[config.mk]
export PLATFORM = sky130hd
export DESIGN_NAME = dkft_ctrl
export DESIGN_NICKNAME = d
export VERILOG_FILES = /design/src/hw/rtl/dkft_pkg.sv /design/src/hw/rtl/dkft_ctrl.sv
export SDC_FILE = /design/constraint.sdc
export NUM_CORES = 1
export LEC_CHECK = 0
export BUFFER_PORTS_ARGS = -buffer_cell sky130_fd_sc_hd__buf_2
export CAP_MARGIN = 30
export CORE_AREA = 2 2 39 41
export DETAILED_ROUTE_END_ITERATION = 8
export DIE_AREA = 0 0 41 43
export PLACE_DENSITY = 0.46
export SLEW_MARGIN = 20
export SYNTH_ARGS = -nofsm -noshare
export SYNTH_HDL_FRONTEND = slang
export SYNTH_SLANG_ARGS = --single-unit
export TNS_END_PERCENT = 1
[constraint.sdc]
create_clock -name clk -period 1.5 [get_ports clk]
set_clock_uncertainty 0.15 [all_clocks]
set_input_delay 0.15 -clock clk [delete_from_list [all_inputs] [get_ports clk]]
set_output_delay 0.15 -clock clk [all_outputs]
set_load 0.02 [all_outputs]
[src/hw/rtl/dkft_pkg.sv]
// ----------------------------------------------------------------------------
// dkft_pkg
// Shared types and constants for the dual-key segment floor table.
// ----------------------------------------------------------------------------
package dkft_pkg;

    localparam int TABLE_DEPTH_DEF = 64;

    localparam int KEY_W       = 64;
    localparam int TAG_W       = 32;
    localparam int RANK_W      = 6;
    localparam int STATUS_W    = 3;
    localparam int COUNT_OUT_W = 7;
    localparam int KIND_W      = 2;
    localparam int S_TDATA_W   = 168;
    localparam int M_TDATA_W   = 176;

    typedef enum logic [KIND_W-1:0] {
        KIND_INSERT     = 2'd0,
        KIND_FIND_FRAME = 2'd1,
        KIND_FIND_TIME  = 2'd2,
        KIND_READ_RANK  = 2'd3
    } kind_t;

    typedef enum logic [STATUS_W-1:0] {
        ST_OK         = 3'd0,
        ST_INCONS     = 3'd1,
        ST_TOO_SMALL  = 3'd2,
        ST_FULL       = 3'd3,
        ST_RANK_RANGE = 3'd4
    } status_t;

    typedef enum logic [2:0] {
        S_IDLE,
        S_SCAN,
        S_DECIDE,
        S_SHIFT,
        S_WRITE,
        S_DONE
    } fsm_state_t;

    typedef struct packed {
        logic [TAG_W-1:0] tag;
        logic [KEY_W-1:0] time_stamp;
        logic [KEY_W-1:0] frame;
    } entry_t;

    localparam int ENTRY_W = $bits(entry_t);

    typedef struct packed {
        logic capture;
        logic scan;
        logic decide;
        logic shift;
        logic write_new;
        logic load_out;
    } cmd_t;

    typedef struct packed {
        logic scan_done;
        logic need_write;
        logic shift_done;
    } stat_t;

endpackage

[src/hw/rtl/dkft_ctrl.sv]
// ----------------------------------------------------------------------------
// dkft_ctrl
// Sequencer: scan, decide, shift, write and result hand-off.
// ----------------------------------------------------------------------------
module dkft_ctrl (
    input  logic                          clk,
    input  logic                          rst_n,
    input  logic                          s_axis_tvalid,
    output logic                          s_axis_tready,
    input  logic [dkft_pkg::KIND_W-1:0]   s_axis_tuser,
    output logic                          m_axis_tvalid,
    input  logic                          m_axis_tready,
    input  dkft_pkg::stat_t               stat,
    output dkft_pkg::cmd_t                cmd
);

    import dkft_pkg::*;

    fsm_state_t state_reg;
    fsm_state_t state_next;
    logic       out_valid_reg;
    logic       out_valid_next;

    always_ff @(posedge clk or negedge rst_n)
    begin
        if (!rst_n)
        begin
            state_reg     <= S_IDLE;
            out_valid_reg <= 1'b0;
        end
        else
        begin
            state_reg     <= state_next;
            out_valid_reg <= out_valid_next;
        end
    end

    always_comb
    begin
        state_next    = state_reg;
        cmd           = '0;
        s_axis_tready = 1'b0;
        unique case (state_reg)
            S_IDLE:
            begin
                s_axis_tready = 1'b1;
                if (s_axis_tvalid)
                begin
                    cmd.capture = 1'b1;
                    state_next  = (kind_t'(s_axis_tuser) == KIND_READ_RANK) ? S_DECIDE : S_SCAN;
                end
            end
            S_SCAN:
            begin
                cmd.scan = 1'b1;
                if (stat.scan_done)
                begin
                    state_next = S_DECIDE;
                end
            end
            S_DECIDE:
            begin
                cmd.decide = 1'b1;
                state_next = stat.need_write ? S_SHIFT : S_DONE;
            end
            S_SHIFT:
            begin
                cmd.shift = 1'b1;
                if (stat.shift_done)
                begin
                    state_next = S_WRITE;
                end
            end
            S_WRITE:
            begin
                cmd.write_new = 1'b1;
                state_next    = S_DONE;
            end
            S_DONE:
            begin
                if (!out_valid_reg || m_axis_tready)
                begin
                    cmd.load_out = 1'b1;
                    state_next   = S_IDLE;
                end
            end
            default:
            begin
                state_next = S_IDLE;
            end
        endcase
    end

    always_comb
    begin
        if (cmd.load_out)
        begin
            out_valid_next = 1'b1;
        end
        else if (m_axis_tready)
        begin
            out_valid_next = 1'b0;
        end
        else
        begin
            out_valid_next = out_valid_reg;
        end
    end

    assign m_axis_tvalid = out_valid_reg;

endmodule

==> results.sh, run 1 <==
export IMPL_outcome="completed"
export IMPL_drive_gt1_frac=0.569
export IMPL_grt_ovfl_total=0
export IMPL_ir_drop_mv=0.732
export IMPL_grt_pass1_wl_um=1310
export IMPL_yosysUniqueCellTypes=21
export IMPL_grt_total_usage=0.112
export IMPL_viasPerCell=4.59
export IMPL_core_mm2=0.00138
export IMPL_fillers=154
export IMPL_maxCapViolCount=0
export IMPL_syn_area_per_cell_um2=8.23
export IMPL_maxSlewHeadroom=0.835
export IMPL_dpl_cell_count=70
export IMPL_cts_root_buffer="clkbuf_4"
export IMPL_multi_input_area_um2=225
export IMPL_yosysMostFrequentCell="nor2_1"
export IMPL_start_util=0.238
export IMPL_htreeDepth=1
export IMPL_clock_sinks=4
export IMPL_finalSetupViolCount=0
export IMPL_io_pins=17
export IMPL_cts_clk_slew_worst_paths_ns=0.04
export IMPL_num_rows=14
export IMPL_synth_edf_count=0
export IMPL_layout_nets=76
export IMPL_firstDrtPassIters=4
export IMPL_die_width_um=41
export IMPL_total_leakage_power_uw=0.000276
export IMPL_post_drt_wl_per_cell_um=10.9
export IMPL_wirelength_um=884
export IMPL_hold_viol=0
export IMPL_period_needed_ns=1.50
export IMPL_hp_class="input pin to register"
export IMPL_first_iter_violations=5
export IMPL_seq_area_frac_synth=0.304
export IMPL_die_y_um=43
export IMPL_drc=0
export IMPL_cts_buffer_depth=2
export IMPL_cts_buffers=3
export IMPL_cts_tree="built"
export IMPL_critical_path_required_ns=1.20
export IMPL_synthTopCellsByCount="5 x nor2_1, 4 x dfrtp_1"
export IMPL_grt_max_degree=11
export IMPL_p_total_uw=1130
export IMPL_yosys_warnings=0
export IMPL_synth_main_ff_cell="dfrtp_1"
export IMPL_stdcell_count=81
export IMPL_syn_nets=49
export IMPL_syn_to_final_growth_pct=66.2
export IMPL_power_density_mw_per_mm2=2080
export IMPL_synthCells=40
export IMPL_register_area_um2=104
export IMPL_port_buffer_count=16
export IMPL_via_count=372
export IMPL_rsz0062_at_grt="yes"
export IMPL_critPathKind="register to output port"
export IMPL_ant_nets=0
export IMPL_arrival_ns=1.20
export IMPL_synth_top_area_frac=0.304
export IMPL_cp_max_fo=5
export IMPL_fin_crit_sh=0.997
export IMPL_ys_ff_latch=4
export IMPL_largest_reg_flops=3
export IMPL_die_area_mm2=0.00176
export IMPL_synthTopCellsByArea="dfrtp_1 30%, and2_1 5.7%, nor2_1 5.7%, nor2b_1 5.7%, a32oi_1 5.3%"
export IMPL_async_flop_share=1.00
export IMPL_maxSlewViolCount=0
export IMPL_antenna_found_initial=0
export IMPL_first_global_vias=348
export IMPL_syn_area_um2=329
export IMPL_tightest_slew_ns=0.246
export IMPL_max_freq_mhz=669
export IMPL_setup_worst_path_end_class="output port"
export IMPL_clk_latency_ns=0.23
export IMPL_cp_start_kind="register"
export IMPL_fin_util=0.395
export IMPL_synth_largest_area_cell="dfrtp_1"
export IMPL_place_gp_congestion=0.673
export IMPL_antenna_diode_count=0
## cell families (layout without fill, tap and decap cells)
kind of cell	after synthesis	in the layout	synth area share
DFF	4	4	0.304
AOI/OAI and AO/OA	10	10	0.217
muxes	1	1	0.0304
and+or+nand+nor	21	21	0.354
buffers and inverters	4	29	0.0950
## what timing repair did
action | 4_1_cts | 5_1_grt
endpoints found under the setup margin | 6 | 6
hold buffers | 1 | 0
gates cloned | 0 | 0
endpoints found under the hold margin | 4 | 0
pin swaps | 0 | 1
setup buffers | 2 | 5
gates resized for setup | 4 | 11
## final cells by class
cell class / count / share of cell area
multi-input combinational: 32 / 0.412
sequential: 4 / 0.190
clock buffer: 3 / 0.0412
tap: 16 / 0.0366
timing repair buffer: 26 / 0.320
## where the power goes
group          internal, µW  switching [µW]
clock                  89.3            41.7
combinational           404             363
sequential              163            74.4
## cell usage in the layout (no fill, tap or decap)
| cell | netlist | layout |
|---|---|---|
| a32o_1 | 1 | 1 |
| nand2b_1 | 1 | 1 |
| o21bai_1 | 1 | 1 |
| nand2_2 | 0 | 1 |
| nor2b_1 | 3 | 1 |
| nor2b_4 | 0 | 3 |
| and4b_1 | 1 | 1 |
| dfrtp_2 | 0 | 3 |
| nor3_2 | 0 | 1 |
| nor3_1 | 3 | 2 |
| buf_6 | 1 | 2 |
| a21oi_1 | 3 | 3 |
| nor2_1 | 5 | 5 |
| a32oi_1 | 2 | 2 |
| buf_2 | 1 | 12 |
| dfrtp_1 | 4 | 1 |
| o31ai_1 | 1 | 1 |
| dlygate4sd3_1 | 0 | 1 |
| buf_4 | 2 | 11 |
| nand2_1 | 3 | 2 |
| a22o_1 | 1 | 1 |
| clkbuf_4 | 0 | 3 |
| mux2i_1 | 1 | 1 |
| o21ai_1 | 1 | 1 |
| and2_1 | 3 | 3 |
| and2b_2 | 1 | 1 |
## worst max-delay path: stages, from the launching register on
cell and delay (ns):
dfrtp_2 0.43, and2b_2 0.25, nand2_2 0.05, nor2_1 0.08
buf_4 0.14
## metal layers
metal | routed length [µm] | up-vias | global-route usage | share of wire
li1 | - | 191 | - | -
met1 | 370 | 168 | 0.120 | 0.42
met2 | 461 | 11 | 0.175 | 0.52
met3 | 34 | 2 | 0.0157 | 0.038
met4 | 18 | 0 | 0.100 | 0.020
met5 | 0 | - | 0 | 0
## final timing paths
check | from | end | slack, ns | depth (start not counted)
min | s_axis_tvalid | state_reg[0] | 0.06 | 3
max | state_reg[1] | cmd[0] | 0.004 | 4
min in group asynchronous | rst_n | state_reg[2] | 0.10 | 2
max in group asynchronous | rst_n | state_reg[1] | 0.97 | 2
min reg2reg | state_reg[0] | state_reg[0] | 0.55 | 2
max reg2reg | state_reg[2] | state_reg[2] | 0.11 | 4
## through the flow
stage               setup TNS, ns  worst slack (ns)  area, µm²  hold WS [ns]
floorplan                       0            0.0569        334        -0.296
global placement                0             0.101        418        -0.193
detailed placement              0             0.105        418        -0.191
CTS                        -0.123           -0.0348        472        0.0595
global route               -0.126           -0.0515        547        0.0933
finish                          0           0.00416        547        0.0621
Power figures use the tool's default switching activity.
==> inputs of run 2 (changes only) <==
--- a/config.mk
+++ b/config.mk
@@ -10,7 +10,7 @@
 export CORE_AREA = 2 2 39 41
 export DETAILED_ROUTE_END_ITERATION = 8
 export DIE_AREA = 0 0 41 43
-export PLACE_DENSITY = 0.46
+export PLACE_DENSITY = 0.48
 export SLEW_MARGIN = 20
 export SYNTH_ARGS = -nofsm -noshare
 export SYNTH_HDL_FRONTEND = slang
==> constraint.sdc (replaced) <==
create_clock -name clk -period 1.3 [get_ports clk]
set_clock_uncertainty 0.15 [all_clocks]
set_input_delay 0.13 -clock clk [delete_from_list [all_inputs] [get_ports clk]]
set_output_delay 0.13 -clock clk [all_outputs]
set_load 0.02 [all_outputs]
==> results.sh, run 2 (same netlist as run 1, synthesis figures left out) <==
export IMPL_clk_latency_ns=0.23
export IMPL_post_drt_wl_per_cell_um=10.4
export IMPL_cts_buffers=3
export IMPL_die_area_mm2=0.00176
export IMPL_reg2regPathDepth=5
export IMPL_seqPwrFrac=0.188
export IMPL_drive_gt1_frac=0.629
export IMPL_total_leakage_power_uw=0.000306
export IMPL_first_global_vias=393
export IMPL_critPathKind="register to register"
export IMPL_cp_max_fo=4
export IMPL_io_pins=17
export IMPL_hold_slack_ns=0.0486
export IMPL_cts_clk_slew_worst_paths_ns=0.04
export IMPL_setup_ws_ns=-0.189
export IMPL_wirelength_um=896
export IMPL_fin_crit_sh=1.15
export IMPL_max_freq_mhz=672
export IMPL_grt_total_usage=0.126
export IMPL_hold_viol=0
export IMPL_post_place_ws_ns=-0.0788
export IMPL_start_util=0.238
export IMPL_tightest_slew_ns=0.242
export IMPL_power_density_mw_per_mm2=2390
export IMPL_ir_drop_mv=0.971
export IMPL_htreeDepth=1
export IMPL_core_mm2=0.00138
export IMPL_maxSlewHeadroom=0.837
export IMPL_clock_sinks=4
export IMPL_cp_endpoint="state_reg[1]"
export IMPL_arrival_ns=1.45
export IMPL_port_buffer_count=16
export IMPL_finalSetupTns_ns=-1.53
export IMPL_placed_area_um2=479
export IMPL_viasPerCell=4.55
export IMPL_maxCapViolCount=0
export IMPL_p_sw_uw=589
export IMPL_worstReg2RegStart="state_reg[1]"
export IMPL_num_rows=14
export IMPL_finalSetupViolCount=10
export IMPL_cts_tree="built"
export IMPL_setup_worst_path_end_class="register"
export IMPL_die_y_um=43
export IMPL_final_area_um2=604
export IMPL_layout_nets=81
export IMPL_dp_final_hpwl_um=659
export IMPL_first_iter_violations=8
export IMPL_cp_startpoint="state_reg[1]"
export IMPL_rr_endpoint="state_reg[1]"
export IMPL_cts_root_buffer="clkbuf_4"
export IMPL_antenna_diode_count=0
export IMPL_firstDrtPassIters=2
export IMPL_via_count=391
export IMPL_reg2reg_slack_ns=-0.19
export IMPL_syn_to_final_growth_pct=83.7
export IMPL_drc=0
export IMPL_layout_commonest_cell="buf_4"
export IMPL_grt_ovfl_total=0
export IMPL_swShare=0.407
export IMPL_largest_reg_flops=3
export IMPL_place_gp_congestion=0.771
export IMPL_cts_buffer_depth=2
export IMPL_failed_checks="negative setup slack"
export IMPL_critical_path_required_ns=1.26
export IMPL_layout_common_cells="14 x buf_4, 12 x buf_2, 5 x nor2_1"
export IMPL_antenna_found_initial=0
export IMPL_p_int_uw=858
export IMPL_p_comb_frac=0.709
export IMPL_maxSlewViolCount=0
export IMPL_period_needed_ns=1.49
export IMPL_grt_max_degree=8
export IMPL_cp_start_kind="register"
export IMPL_hp_class="input pin to register"
export IMPL_ant_nets=0
export IMPL_rsz0062_at_grt="yes"
export IMPL_outcome="finished, violations left"
export IMPL_grt_pass1_wl_um=1500
export IMPL_p_clk_frac=0.104
export IMPL_die_width_um=41
==> run 2: repair_timing <==
item,4_1_cts,5_1_grt
pin swaps,5,4
hold buffers,1,0
gates resized for setup,5,12
setup buffers,4,1
endpoints found under the setup margin,9,10
endpoints found under the hold margin,4,0
==> run 2: final cells by class <==
| class | instances | area, µm² |
|---|---|---|
| fill | 157 | 779 |
| multi-input combinational | 32 | 238 |
| timing repair buffer | 31 | 220 |
| sequential | 4 | 104 |
| clock buffer | 3 | 22.5 |
| tap | 16 | 20.0 |
==> run 2: power groups by stage <==
stage               Clock (µW)  Combinational (µW)  Sequential, µW
floorplan                    0                 557             232
global placement             0                 788             271
detailed placement           0                 789             276
CTS                        159                 897             264
global route               165                1110             286
finish                     150                1030             272
==> run 2: how the worst min path moves through the flow <==
stage | depth (start not counted) | slack, ns | startpoint | to
floorplan | 0 | -0.32 | rst_n | m_axis_tvalid
global placement | 1 | -0.21 | rst_n | m_axis_tvalid
detailed placement | 1 | -0.22 | rst_n | m_axis_tvalid
CTS | 3 | 0.02 | stat[0] | state_reg[2]
global route | 3 | 0.08 | s_axis_tvalid | state_reg[0]
finish | 3 | 0.05 | stat[0] | state_reg[2]
==> run 2: per-stage QoR <==
stage,util,instances,power [µW]
global placement,0.346,77,1060
floorplan,-,40,789
detailed placement,0.346,77,1060
finish,0.437,86,1450
global route,0.437,86,1560
CTS,0.399,85,1320
==> run 2: layer usage <==
layer | global-route usage | wire length (µm) | vias up
met1 | 0.162 | 378 | 184
met5 | 0 | 0 | -
met4 | 0.120 | 0 | 0
met3 | 0 | 27 | 0
met2 | 0.178 | 490 | 6
li1 | - | - | 201
==> run 2: critical path: stages (launching register included) <==
cell and delay, ns:
dfrtp_2 0.41, buf_4 0.14, buf_4 0.13, mux2i_2 0.14
a22o_1 0.18, a32o_1 0.20
==> inputs of run 3 (changes only) <==
--- a/config.mk
+++ b/config.mk
@@ -10,7 +10,8 @@
 export CORE_AREA = 2 2 39 41
 export DETAILED_ROUTE_END_ITERATION = 8
 export DIE_AREA = 0 0 41 43
-export PLACE_DENSITY = 0.48
+export PLACE_DENSITY = 0.46
+export SKIP_CTS_REPAIR_TIMING = 1
 export SLEW_MARGIN = 20
 export SYNTH_ARGS = -nofsm -noshare
 export SYNTH_HDL_FRONTEND = slang
==> constraint.sdc (replaced) <==
create_clock -name clk -period 1.89 [get_ports clk]
set_clock_uncertainty 0.15 [all_clocks]
set_input_delay 0.189 -clock clk [delete_from_list [all_inputs] [get_ports clk]]
set_output_delay 0.189 -clock clk [all_outputs]
set_load 0.01 [all_outputs]
==> results.sh, run 3 (same netlist as run 1, synthesis figures left out) <==
export IMPL_port_buffer_count=16
export IMPL_period_needed_ns=1.70
export IMPL_antenna_found_initial=0
export IMPL_io_pins=17
export IMPL_clk_latency_ns=0.23
export IMPL_first_iter_violations=3
export IMPL_max_freq_mhz=587
export IMPL_finalSetupTns_ns=0
export IMPL_maxSlewViolCount=0
export IMPL_ir_drop_mv=0.522
export IMPL_ant_nets=0
export IMPL_setup_worst_path_end_class="output port"
export IMPL_min_from="stat[0]"
export IMPL_cts_tree="built"
export IMPL_critPathMaxStageDelay_ns=0.57
export IMPL_rr_endpoint="state_reg[1]"
export IMPL_hold_viol=0
export IMPL_first_global_vias=283
export IMPL_critical_path_required_ns=1.55
export IMPL_antenna_diode_count=0
export IMPL_fillers=160
export IMPL_reg2regPathDepth=3
export IMPL_grt_pass1_wl_um=1080
export IMPL_layout_common_cells="16 x buf_2, 5 x nor2_1, 4 x dfrtp_1"
export IMPL_grt_ovfl_total=0
export IMPL_die_area_mm2=0.00176
export IMPL_cts_root_buffer="clkbuf_4"
export IMPL_viasPerCell=4.69
export IMPL_power_density_mw_per_mm2=1460
export IMPL_reg2reg_slack_ns=0.42
export IMPL_clock_sinks=4
export IMPL_drc=0
export IMPL_hp_class="input pin to register"
export IMPL_rsz0062_at_grt="no"
export IMPL_fin_util=0.311
export IMPL_cts_buffer_depth=2
export IMPL_tightest_slew_ns=0.392
export IMPL_post_drt_wl_per_cell_um=9.65
export IMPL_die_width_um=41
export IMPL_htreeDepth=1
export IMPL_cpMaxStageDelayCell="dfrtp_1"
export IMPL_outcome="completed"
export IMPL_worstReg2RegStart="state_reg[1]"
export IMPL_arrival_ns=1.36
export IMPL_maxSlewHeadroom=0.738
export IMPL_largest_reg_flops=3
export IMPL_cts_buffers=3
export IMPL_layout_commonest_cell="buf_2"
export IMPL_grt_total_usage=0.0916
export IMPL_critPathKind="register to output port"
export IMPL_core_mm2=0.00138
export IMPL_finalSetupViolCount=0
export IMPL_total_leakage_power_uw=0.000221
export IMPL_holdPathEnd="state_reg[2]"
export IMPL_cp_max_fo=14
export IMPL_num_rows=14
export IMPL_hold_depth=3
export IMPL_layout_nets=67
export IMPL_wirelength_um=695
export IMPL_grt_max_degree=15
export IMPL_worstPathCellList="and2b_2, nor2b_1, buf_2"
export IMPL_drive_gt1_frac=0.375
export IMPL_maxCapViolCount=0
export IMPL_die_y_um=43
export IMPL_via_count=338
export IMPL_firstDrtPassIters=3
export IMPL_fin_crit_sh=0.902
export IMPL_cp_start_kind="register"
export IMPL_syn_to_final_growth_pct=30.8
export IMPL_place_gp_congestion=0.683
export IMPL_cts_clk_slew_worst_paths_ns=0.04
export IMPL_start_util=0.238
## run 3: cell count changes in the layout (fill, tap and decap cells not counted), sizes merged
cell / delta
buf: -14
## run 3: how the worst max path moves through the flow
stage,start,endpoint,slack (ns),cells after the start
global route,state_reg[1],cmd[0],0.11,4
detailed placement,state_reg[1],cmd[1],0.44,3
CTS,state_reg[1],cmd[1],0.19,3
floorplan,state_reg[0],cmd[5],0.50,3
global placement,state_reg[1],cmd[1],0.43,3
finish,state_reg[1],cmd[1],0.19,3
## run 3: layer usage
metal / share of wire / global-route usage
met4: 0 / 0.0400
met1: 0.46 / 0.114
met2: 0.45 / 0.116
met5: 0 / 0
met3: 0.086 / 0.0681
## run 3: cell type report
type | instances | area, µm² | area share
clock buffer | 3 | 22.5 | 0.0523
multi-input combinational | 32 | 198 | 0.459
sequential | 4 | 100 | 0.233
tap | 16 | 20.0 | 0.0465
timing repair buffer | 17 | 90.1 | 0.209
## run 3: report_power, final
part	switching (µW)	total [µW]	internal, µW
registers	83.0	206	123
logic	152	319	168
clock network	31.3	102	70.8
total	266	627	361
## run 3: critical path, delay by kind of cell, from the launching register on
| kind | cells | cell delay [ns] |
|---|---|---|
| buffers and inverters | 1 | 0.14 |
| flip-flops | 1 | 0.57 |
| AND/OR/NAND/NOR | 2 | 0.42 |
## run 3: stage by stage
step / std cells / hold slack (ns) / total power, µW / setup WS (ns) / cell area [µm²]
global route: 72 / 0.0829 / 688 / 0.115 / 430
detailed placement: 68 / -0.152 / 529 / 0.436 / 398
finish: 72 / 0.0820 / 627 / 0.186 / 430
global placement: 68 / -0.152 / 535 / 0.433 / 398
CTS: 71 / -0.399 / 636 / 0.187 / 420
floorplan: 40 / -0.257 / 462 / 0.496 / 329
